<file path="src/mrst_pkg.sv">
// mrst_pkg: widths, command codes, multiplier request/response types and
// the fixed-point helper functions of the relu trainer
// no dependencies
`timescale 1ns / 1ps
`default_nettype none

package mrst_pkg;

    localparam int P_N_INPUTS = 3;
    localparam int P_N_HIDDEN = 4;

    localparam int W_CMD  = 2;
    localparam int W_FEAT = 11;
    localparam int W_TGT  = 16;
    localparam int W_IDX  = 5;
    localparam int W_PAR  = 48;
    localparam int W_PRED = 47;
    localparam int W_COST = 64;
    localparam int W_RATE = 6;

    localparam logic [W_RATE-1:0] RATE_RESET = 6'd27;

    localparam logic [W_CMD-1:0] CMD_INFER = 2'd0;
    localparam logic [W_CMD-1:0] CMD_TRAIN = 2'd1;
    localparam logic [W_CMD-1:0] CMD_WRITE = 2'd2;
    localparam logic [W_CMD-1:0] CMD_NONE  = 2'd3;

    localparam logic signed [63:0] SAT_HI = 64'sd140737488355327;
    localparam logic signed [63:0] SAT_LO = -64'sd140737488355328;
    localparam logic [63:0] STEP_MAX = 64'h0002_0000_0000_0000;
    localparam logic [63:0] MAG_MAX  = 64'h7FFF_FFFF_FFFF_FFFF;

    typedef struct packed {
        logic        start;
        logic        neg;
        logic [63:0] a;
        logic [63:0] b;
    } t_mul_req;

    typedef struct packed {
        logic               done;
        logic [63:0]        umag;
        logic signed [63:0] sval;
    } t_mul_rsp;

    function automatic logic [63:0] f_mag(input logic signed [63:0] v);
        return v[63] ? 64'(-v) : 64'(v);
    endfunction

    function automatic logic signed [47:0] f_sat48(input logic signed [63:0] v);
        logic signed [47:0] r;
        if (v > SAT_HI) r = SAT_HI[47:0];
        else if (v < SAT_LO) r = SAT_LO[47:0];
        else r = v[47:0];
        return r;
    endfunction

    // w minus (|g| >> rs with sign of g), step clamped to 2^49, saturated
    function automatic logic signed [47:0] f_step(
        input logic signed [47:0]       w,
        input logic signed [63:0]       g,
        input logic [W_RATE-1:0]        rs
    );
        logic [63:0]        m;
        logic [49:0]        mc;
        logic signed [51:0] s;
        logic signed [51:0] d;
        m  = f_mag(g) >> rs;
        mc = (m > STEP_MAX) ? STEP_MAX[49:0] : m[49:0];
        s  = g[63] ? -$signed({2'b00, mc}) : $signed({2'b00, mc});
        d  = {{4{w[47]}}, w} - s;
        return f_sat48({{12{d[51]}}, d});
    endfunction

endpackage

`default_nettype wire

</file>
<file path="src/mrst_smul.sv">
// mrst_smul: bit-serial 64x64 magnitude multiplier, one multiplier bit a cycle,
// result scaled by 2^-32 with saturation; depends on mrst_pkg
`timescale 1ns / 1ps
`default_nettype none

module mrst_smul import mrst_pkg::*; (
    input  wire logic     i_clk,
    input  wire logic     i_rst_n,
    input  wire t_mul_req i_req,
    output t_mul_rsp      o_rsp
);

    logic         r_busy;
    logic         r_done;
    logic [5:0]   r_cnt;
    logic         r_neg;
    logic [63:0]  r_a;
    logic [63:0]  r_b;
    logic [127:0] r_acc;
    logic [64:0]  n_sum;
    logic [63:0]  w_umag;
    logic [63:0]  w_smag;

    assign n_sum = {1'b0, r_acc[127:64]} + (r_b[0] ? {1'b0, r_a} : 65'd0);

    always_ff @(posedge i_clk) begin
        if (!i_rst_n) begin
            r_busy <= 1'b0;
            r_done <= 1'b0;
            r_cnt  <= '0;
        end else begin
            r_done <= r_busy && !i_req.start && (r_cnt == 6'd63);
            if (i_req.start) begin
                r_busy <= 1'b1;
                r_cnt  <= '0;
                r_a    <= i_req.a;
                r_b    <= i_req.b;
                r_neg  <= i_req.neg;
                r_acc  <= '0;
            end else if (r_busy) begin
                r_acc <= {n_sum, r_acc[63:1]};
                r_b   <= r_b >> 1;
                r_cnt <= r_cnt + 6'd1;
                if (r_cnt == 6'd63) begin
                    r_busy <= 1'b0;
                end
            end
        end
    end

    assign w_umag = (|r_acc[127:96]) ? '1 : r_acc[95:32];
    assign w_smag = w_umag[63] ? MAG_MAX : w_umag;

    assign o_rsp.done = r_done;
    assign o_rsp.umag = w_umag;
    assign o_rsp.sval = r_neg ? -$signed(w_smag) : $signed(w_smag);

endmodule

`default_nettype wire

</file>
<file path="config.mk">
export PLATFORM = sky130hd
export DESIGN_NAME = mrst_smul
export DESIGN_NICKNAME = d
export VERILOG_FILES = /design/src/mrst_pkg.sv /design/src/mrst_smul.sv
export SDC_FILE = /design/constraint.sdc
export NUM_CORES = 1
export LEC_CHECK = 0
export BUFFER_PORTS_ARGS = -buffer_cell sky130_fd_sc_hd__buf_2
export CAP_MARGIN = 20
export CORE_ASPECT_RATIO = 1.5
export CORE_MARGIN = 2
export CORE_UTILIZATION = 38
export CTS_CLUSTER_SIZE = 8
export DETAILED_ROUTE_END_ITERATION = 8
export PLACE_DENSITY = 0.58
export RECOVER_POWER = 50
export SYNTH_ARGS = -nofsm -noshare
export SYNTH_HDL_FRONTEND = slang
export SYNTH_SLANG_ARGS = --single-unit
</file>
<file path="constraint.sdc">
create_clock -name i_clk -period 6.2 [get_ports i_clk]
set_input_delay 0.31 -clock i_clk [delete_from_list [all_inputs] [get_ports i_clk]]
set_output_delay 0.31 -clock i_clk [all_outputs]
set_load 0.05 [all_outputs]
</file>
# Yosys cells after proc, flatten, opt, wreduce, memory -nomap -nowiden
# Cells that the tools add are included.
[classes] addsub=3 n_eq_ne=1 mux=10 bitwise_logic=1 reduce_logical=8
[ops] op="64-bit 2-to-1 mux" count=5
[ops] op="128-bit 2-to-1 mux" count=1
[ops] op="64-bit by 64-bit adder with 65-bit output" count=1
[ops] op="63-bit negator with 64-bit output" count=1
[ops] op="63-bit 2-to-1 mux" count=1
[ops] op="32-bit OR reduction" count=1
[ops] op="6-bit by 1-bit adder with 6-bit output, second input constant" count=1
[ops] op="6-bit == test, second input constant" count=1
[ops] op="2-bit AND reduction" count=2
[ops] op="1-bit 2-to-1 mux" count=3
[ops] op="1-bit logical AND" count=2
[ops] op="2-bit nonzero test" count=1
[ops] op="2-bit OR reduction" count=1
[ops] op="1-bit logical NOT" count=1
[ops] op="1-bit NOT" count=1
[word_totals] register_bits=265 in_bits=132 output_inout_bits=129 elab_cells=30

# Longest topological paths before layout
# Gate-level depths: netlist (run 1).
[logic_depth] word_depth=5 mapped_depth=17 depth_no_buf=15

# Worst setup path before layout (run 1)
# OpenSTA, ideal clock, no wires.
[synth_timing] path_kind="register -> output" startpoint="register r_acc[109]" endpoint="output o_rsp[52] (netlist name)" arrival_time_ns=5.799 required_ns=5.890 path_slack_ns=0.091 stages_incl_launch_ff=17 n_path_buf=2 cell_sequence="edfxtp_1 -> nor4_1 -> nand4_1 -> nor3_1 -> clkbuf_1 -> buf_1 -> nand2b_1 -> inv_1 -> ha_1 -> or3b_4 -> nand4b_4 -> or4_4 -> or3_4 -> or4_4 -> or3_4 -> o41ai_1 -> xor2_1"
[synth_rtl] element="start, declared" line="mrst_smul.sv:19" rtl="logic [127:0] r_acc;"
[synth_rtl] element="start signal, assigned" line="mrst_smul.sv:41" rtl="r_acc <= {n_sum, r_acc[63:1]};"
[synth_rtl] element="end, declared" line="mrst_smul.sv:10" rtl="output t_mul_rsp o_rsp"

==> results.sh, run 1 <==
export IMPL_grt_max_degree=81
export IMPL_clkTransAtPathRegs_ns=0.06
export IMPL_crit_fanout=5
export IMPL_syn2layout_area_growth_pct=22.4
export IMPL_synth_area_mm2=0.0149
export IMPL_use_met2_pct=37.9
export IMPL_cts_root_buffer="clkbuf_16"
export IMPL_wl_per_cell_um=19.5
export IMPL_worstSetupPathType="reg -> out"
export IMPL_utilization_pct=47.3
export IMPL_totalWireLength_um=44400
export IMPL_syn_nets=1675
export IMPL_clock_sinks=233
export IMPL_synth_async_sr_flop_share_pct=0
export IMPL_use_met3_pct=2.99
export IMPL_path_cells="nor4_1, nand4_1, nor3_2, clkinv_1, nor2_1, ha_1, or3b_4, nand4b_4, or4_4, or3_4, or4_4, or3_4, or3_1, a221o_1, buf_2"
export IMPL_grt_setup_unrepaired="no"
export IMPL_overflow=0
export IMPL_n_antenna_cell=0
export IMPL_synth_edff_count=225
export IMPL_track_usage_pct=21.0
export IMPL_ys_seq_elements=233
export IMPL_ys_types=69
export IMPL_grt_pass1_wl_um=69200
export IMPL_max_freq_ghz=0.166
export IMPL_drive_gt1_share_pct=22.7
export IMPL_rr_worst_depth=12
export IMPL_synth_warning_count=0
export IMPL_final_area_mm2=0.0183
export IMPL_fin_worst_skew_ns=0.0119
export IMPL_drv_slew=306
export IMPL_violations="capacitance limit, slew limit"
export IMPL_num_rows=88
export IMPL_die_h_um=247
export IMPL_final_setup_worst_slack_ns=0.183
export IMPL_die_w_um=166
export IMPL_status="finished with violations"
export IMPL_drc=0
export IMPL_dieArea_mm2=0.0409
export IMPL_grt_pass1_vias=12696
export IMPL_hold_ws_ns=0.0853
export IMPL_grt_busiest_layer="met2"
export IMPL_setup_tns_final_ns=0
export IMPL_synth_avg_cell_area_um2=10.1
export IMPL_cts_made_buffers=35
export IMPL_nets=1972
export IMPL_io_buffers=260
export IMPL_synthCells=1476
export IMPL_drt_first_pass_iters=5
export IMPL_dpl_cell_area_mm2=0.0167
export IMPL_tightest_slew_ns=3.53
export IMPL_p_leak_nw=7.18
export IMPL_critPathSlowestCell="or4_4"
export IMPL_antenna_found_initial=0
export IMPL_first_iter_violations=1046
export IMPL_synthFlopType="edfxtp_1"
export IMPL_worstPathArrival_ns=5.71
export IMPL_min_period_over_period_pct=97.0
export IMPL_worstPathRequired_ns=5.89
export IMPL_num_io_pins=261
export IMPL_core_area_mm2=0.0386
export IMPL_hold_path_class="in -> reg"
export IMPL_clk_path_buf_depth=3
export IMPL_critPathMaxStageDelay_ns=0.55
export IMPL_slew_headroom_pct=-136
export IMPL_dpl_cell_count=2166
export IMPL_irDropWorstVdd_uv=188
export IMPL_holdPathStages=2
export IMPL_cp_start_kind="flip-flop"
export IMPL_cp_end_kind="primary output"
export IMPL_clk_latency_ns=0.52
export IMPL_via_per_inst=5.62
export IMPL_post_cts_setup_buffers=0
export IMPL_synth_seq_area_share_pct=46.3
export IMPL_final_cell_count_no_fill=2275
export IMPL_total_power_mw=4.64
export IMPL_dp_hpwl_um=33100
export IMPL_grtUsageMet1_pct=25.2
export IMPL_via_count=12783
export IMPL_hold_viol_final=0
export IMPL_fin_crit_ns=6.02
export IMPL_htree_levels=2
export IMPL_start_util_pct=38.6
export IMPL_setup_viol=0
export IMPL_gp_congestion=0.904
export IMPL_cap_violations=5
export IMPL_pre_cts_slack_ns=0.483
export IMPL_tritoncts="built"
export IMPL_ant_nets=0
export IMPL_p_per_area_mw_per_mm2=254
power by group:
group / switching (mW) / internal (mW) / total [mW] / leakage [nW]
combinational: 0.584 / 0.370 / 0.954 / 4.49
sequential: 0.0957 / 1.88 / 1.98 / 2.23
clock: 0.672 / 1.04 / 1.71 / 0.465
cells in the mapped netlist, types with 6 or more instances:
cell type	n	area [um^2]
a21o_1	45	338
nand2_1	111	417
inv_1	20	75.1
a211oi_1	8	60.1
nor2_1	149	559
o41ai_1	7	61.3
xnor2_1	34	298
nor2b_1	43	269
xor2_1	44	385
a31oi_1	15	93.8
nor4_1	20	125
nand4_1	20	125
clkbuf_1	65	244
nand3_1	21	105
nand2b_1	7	43.8
or3_1	74	463
or4_1	6	45.0
mux2_2	72	811
or2_2	7	43.8
and3_1	12	75.1
and2_1	73	457
a21oi_1	76	380
nor3_1	49	245
o311ai_0	14	123
o31ai_1	12	90.1
o21a_1	11	82.6
o21ai_0	57	285
buf_1	10	37.5
ha_1	66	826
edfxtp_1	225	6760
dfxtp_1	8	160
o21bai_1	10	75.1
a221o_1	10	100
worst paths after layout:
kind                   from          to  slack, ns
hold reg to reg    r_cnt[5]    r_cnt[5]       0.52
setup / recovery  r_acc[97]   o_rsp[44]       0.18
hold / removal    i_req[63]     r_b[63]       0.09
setup reg to reg     r_b[0]  r_acc[124]       1.63
worst max-delay path: cells and delay by family (launching register included):
family | cells | cell delay [ns]
AOI/OAI and AO/OA | 1 | 0.32
and+or+nand+nor | 11 | 3.96
buffers and inverters | 2 | 0.34
adders and majority gates | 1 | 0.18
DFF | 1 | 0.39
state kept, by name, summed over array words and instances, names as in the netlist:
register,flops
r_acc,96
r_busy,1
r_neg,1
r_done,1
r_a,64
r_b,64
r_cnt,6
per-layer routing:
layer | vias to the layer above | wire length (um)
li1 | 6111 | -
met1 | 6105 | 18000
met2 | 466 | 22600
met3 | 101 | 2190
met4 | 0 | 1580
met5 | - | 0
layout make-up:
| cell class | instances | area, um^2 |
|---|---|---|
| multi-input cells | 1144 | 7680 |
| clock buffers | 41 | 920 |
| repair buffers | 337 | 2030 |
| clock inverters | 3 | 33.8 |
| inverters | 22 | 82.6 |
| flip-flops and latches | 233 | 6920 |
| well taps | 495 | 619 |
| fillers | 3721 | 20400 |
logic make-up (layout without fill, tap and decap cells):
family	count (synthesis)	after routing	share of synthesized area [%]
XOR/XNOR	78	78	4.57
multiplexers	74	74	5.56
AND/OR/NAND/NOR	614	614	21.3
flip-flops	233	233	46.3
AO/OA/AOI/OAI	311	311	14.0
buffers and inverters	99	403	2.52
adder cells (fa/ha/maj)	67	67	5.66
placed cells by master, fill, tap and decap left out, types with 5 or more instances in the layout:
cell type / netlist / layout
o31ai_1: 12 / 12
o21a_1: 11 / 11
buf_4: 1 / 9
nand3_1: 21 / 21
clkbuf_1: 65 / 10
o311ai_0: 14 / 14
and3_1: 12 / 12
a21oi_1: 76 / 76
or4_1: 6 / 6
mux2_2: 72 / 70
xor2_1: 44 / 44
o211a_1: 5 / 5
clkbuf_16: 0 / 36
and2_1: 73 / 72
nand4_1: 20 / 20
nor4_2: 0 / 5
or2_2: 7 / 7
a21o_1: 45 / 45
ha_1: 66 / 66
a31oi_1: 15 / 15
edfxtp_1: 225 / 225
xnor2_1: 34 / 34
nor2_1: 149 / 149
buf_2: 1 / 256
o211ai_1: 5 / 5
inv_1: 20 / 20
a211oi_1: 8 / 8
nor4_1: 20 / 15
a221o_1: 10 / 10
dlygate4sd3_1: 0 / 65
dfxtp_1: 8 / 8
o41ai_1: 7 / 6
o21bai_1: 10 / 10
nor2b_1: 43 / 43
nand2_1: 111 / 111
o21ai_0: 57 / 57
nor3_1: 49 / 48
or3_1: 74 / 74
nand2b_1: 7 / 7
timing repair:
action                                 CTS  global route
setup endpoints to repair                1             3
endpoints found under the hold margin   65             0
gates resized for setup                  1             5
hold buffers                            65             0
No activity file was read; power rests on OpenSTA's default activity.
==> inputs of run 2 (changes only) <==
--- a/config.mk
+++ b/config.mk
@@ -5,14 +5,17 @@
 export SDC_FILE = /design/constraint.sdc
 export NUM_CORES = 1
 export LEC_CHECK = 0
+export ABC_AREA = 1
 export BUFFER_PORTS_ARGS = -buffer_cell sky130_fd_sc_hd__buf_2
 export CAP_MARGIN = 20
+export CELL_PAD_IN_SITES_DETAIL_PLACEMENT = 1
+export CELL_PAD_IN_SITES_GLOBAL_PLACEMENT = 2
 export CORE_ASPECT_RATIO = 1.5
 export CORE_MARGIN = 2
-export CORE_UTILIZATION = 38
+export CORE_UTILIZATION = 33
 export CTS_CLUSTER_SIZE = 8
 export DETAILED_ROUTE_END_ITERATION = 8
-export PLACE_DENSITY = 0.58
+export PLACE_DENSITY = 0.82
 export RECOVER_POWER = 50
 export SYNTH_ARGS = -nofsm -noshare
 export SYNTH_HDL_FRONTEND = slang
==> results.sh, run 2 <==
export IMPL_via_per_inst=4.96
export IMPL_r2r_start="r_b[0]"
export IMPL_yosysMostFrequentCell="nand2_1"
export IMPL_wl_per_cell_um=19.0
export IMPL_cap_violations=6
export IMPL_synth_warning_count=0
export IMPL_p_per_area_mw_per_mm2=233
export IMPL_n_antenna_cell=0
export IMPL_die_h_um=280
export IMPL_r2r_end="r_acc[102]"
export IMPL_die_w_um=188
export IMPL_hold_path_class="in -> reg"
export IMPL_synth_avg_cell_area_um2=7.09
export IMPL_synth_seq_area_share_pct=41.3
export IMPL_worstPathRequired_ns=6.33
export IMPL_synth_async_sr_flop_share_pct=0
export IMPL_wl_met2_um=35100
export IMPL_clk_latency_ns=0.54
export IMPL_grt_pass1_wl_um=98000
export IMPL_dpl_cell_count=3235
export IMPL_overflow=0
export IMPL_synthCells=2362
export IMPL_cp_num_buf_inv=3
export IMPL_worstPathArrival_ns=5.11
export IMPL_min_period_over_period_pct=80.3
export IMPL_via_count=16598
export IMPL_clk_path_buf_depth=3
export IMPL_critPathMaxStageDelay_ns=1.72
export IMPL_drt_first_pass_iters=5
export IMPL_slew_headroom_pct=-145
export IMPL_cts_repair_resized=0
export IMPL_ys_top_cells_by_area="edfxtp_1 40%, nand2_1 16%, nor2_1 8.3%"
export IMPL_antenna_found_initial=0
export IMPL_cts_root_buffer="clkbuf_16"
export IMPL_cp_end_kind="flip-flop"
export IMPL_num_io_pins=261
export IMPL_tritoncts="built"
export IMPL_dp_hpwl_um=50700
export IMPL_cts_hold_buffers=65
export IMPL_synth_edff_count=225
export IMPL_status="finished with violations"
export IMPL_track_usage_pct=24.1
export IMPL_drive_gt1_share_pct=12.2
export IMPL_regMostFlops="r_acc"
export IMPL_holdPathStages=3
export IMPL_max_freq_ghz=0.201
export IMPL_synthXorXnorAreaFrac_pct=2.09
export IMPL_fin_worst_skew_ns=0.0181
export IMPL_crit_fanout=55
export IMPL_hold_viol_final=0
export IMPL_synth_top_family_by_area="simple AND/OR/NAND/NOR gates"
export IMPL_grt_setup_unrepaired="no"
export IMPL_cts_made_buffers=35
export IMPL_synth_commonest_cells="692 x nand2_1, 372 x nor2_1, 366 x inv_1"
export IMPL_ys_types=43
export IMPL_grt_max_degree=123
export IMPL_critPathSlowestCell="clkbuf_1"
export IMPL_met1Wirelength_um=23300
export IMPL_muxShareOfSynthArea_pct=0
export IMPL_synth_top_area_share_pct=40.4
export IMPL_ys_seq_elements=233
export IMPL_final_common_cell="nand2_1"
export IMPL_htree_levels=2
export IMPL_clock_sinks=233
export IMPL_path_delay_family="buffers and inverters"
export IMPL_synthAdderAreaFrac_pct=5.05
export IMPL_violations="capacitance limit, slew limit"
export IMPL_drv_slew=373
export IMPL_syn_nets=2561
export IMPL_clkTransAtPathRegs_ns=0.05
export IMPL_rr_worst_depth=14
export IMPL_drc=0
export IMPL_hold_end="r_b[63]"
export IMPL_synth_area_mm2=0.0167
export IMPL_fin_crit_ns=4.98
export IMPL_core_area_mm2=0.0504
export IMPL_yosys_area_share_simple_pct=31.1
export IMPL_worstSetupPathType="in -> reg"
export IMPL_cp_start_kind="primary input"
export IMPL_largest_reg_flops=96
export IMPL_tightest_slew_ns=3.68
export IMPL_setup_viol=0
export IMPL_dr_wl_met3_um=1710
export IMPL_irDropWorstVdd_uv=183
export IMPL_nets=2867
export IMPL_dieArea_mm2=0.0526
export IMPL_syn2layout_area_growth_pct=21.1
export IMPL_num_rows=101
export IMPL_synth_compound_area_share_pct=10.3
export IMPL_grt_pass1_vias=17658
export IMPL_yosys_area_top_type="edfxtp_1"
export IMPL_p_leak_nw=9.36
export IMPL_final_cell_count_no_fill=3348
export IMPL_reg_largest_list="r_acc: 96 flops, r_a: 64 flops, r_b: 64 flops"
export IMPL_totalWireLength_um=63800
export IMPL_gp_congestion=0.958
export IMPL_post_cts_setup_buffers=0
export IMPL_setup_tns_final_ns=0
export IMPL_synthFlopType="edfxtp_1"
export IMPL_path_cells="clkbuf_1, clkinv_2, a21oi_1, clkbuf_2"
export IMPL_rrSetupSlack_ns=2.20
export IMPL_first_iter_violations=698
export IMPL_min_from="i_req[63]"
export IMPL_start_util_pct=33.2
export IMPL_highest_layer="met4"
export IMPL_io_buffers=260
export IMPL_layout_common_cells="692 x nand2_1, 372 x nor2_1, 363 x inv_1"
export IMPL_ant_nets=0
## run 2: changes by cell type after synthesis, moves of 49 or more
cell     previous run  this run
nand3_1            21        84
or3_1              74         0
inv_1              20       366
nand2_1           111       692
a21oi_1            76       154
mux2_2             72         0
and2_1             73         2
o21ai_0            57       106
nor2_1            149       372
## run 2: where the power goes
group / leakage, nW / internal [mW] / switching (mW)
logic: 6.65 / 0.300 / 0.740
clock network: 0.471 / 1.03 / 0.728
registers: 2.23 / 1.88 / 0.0516
total: 9.36 / 3.20 / 1.52
## run 2: cells by family (layout without fill, tap and decap cells)
logic type / count (synthesis) / count (layout)
xor gates and xnor gates: 40 / 40
buffers and inverters: 435 / 752
AOI/OAI and AO/OA: 320 / 320
DFF: 233 / 233
and+or+nand+nor: 1267 / 1267
adders and majority gates: 67 / 67
## run 2: worst max path at each step
stage,start,endpoint,slack [ns],depth (start not counted)
final,i_req[129],r_acc[90],1.22,4
after global routing,i_req[129],r_busy,0.78,6
after CTS,r_acc[127],o_rsp[52],1.30,21
after detailed placement,r_acc[127],o_rsp[52],1.86,21
after global placement,r_acc[114],o_rsp[52],1.97,21
after floorplan,i_req[129],r_busy,0.49,6
## run 2: final cells by class
class                   instances  area [um^2]
clock buffers                  43          906
clock inverters                 5         65.1
fillers                      6464        30200
inverters                     367         1380
multi-input cells            1694         8130
flip-flops and latches        233         6920
well taps                     669          837
repair buffers                337         2020
## run 2: per-layer routing
layer,GRT usage [%],up-vias
li1,-,8219
met1,24.3,7854
met2,47.9,380
met3,2.18,145
met4,13.3,0
met5,0,-
## run 2: stage by stage
step | hold WS, ns | utilization [%] | setup WS, ns | area (um^2) | power, mW
4_1_cts | 0.0140 | 40.3 | 1.30 | 20300 | 4.79
3_3_place_gp | 0.440 | 37.1 | 1.97 | 18700 | 2.95
3_5_place_dp | 0.455 | 37.1 | 1.86 | 18700 | 2.97
5_1_grt | 0.0327 | 40.2 | 0.776 | 20300 | 4.95
6_report | 0.0419 | 40.2 | 1.22 | 20300 | 4.72
2_1_floorplan | 0.409 | - | 0.493 | 16700 | 2.61
## run 2: worst min-delay path, stage by stage
cell,delay [ns]
buf_2,0.08
nand2_1,0.04
inv_1,0.04
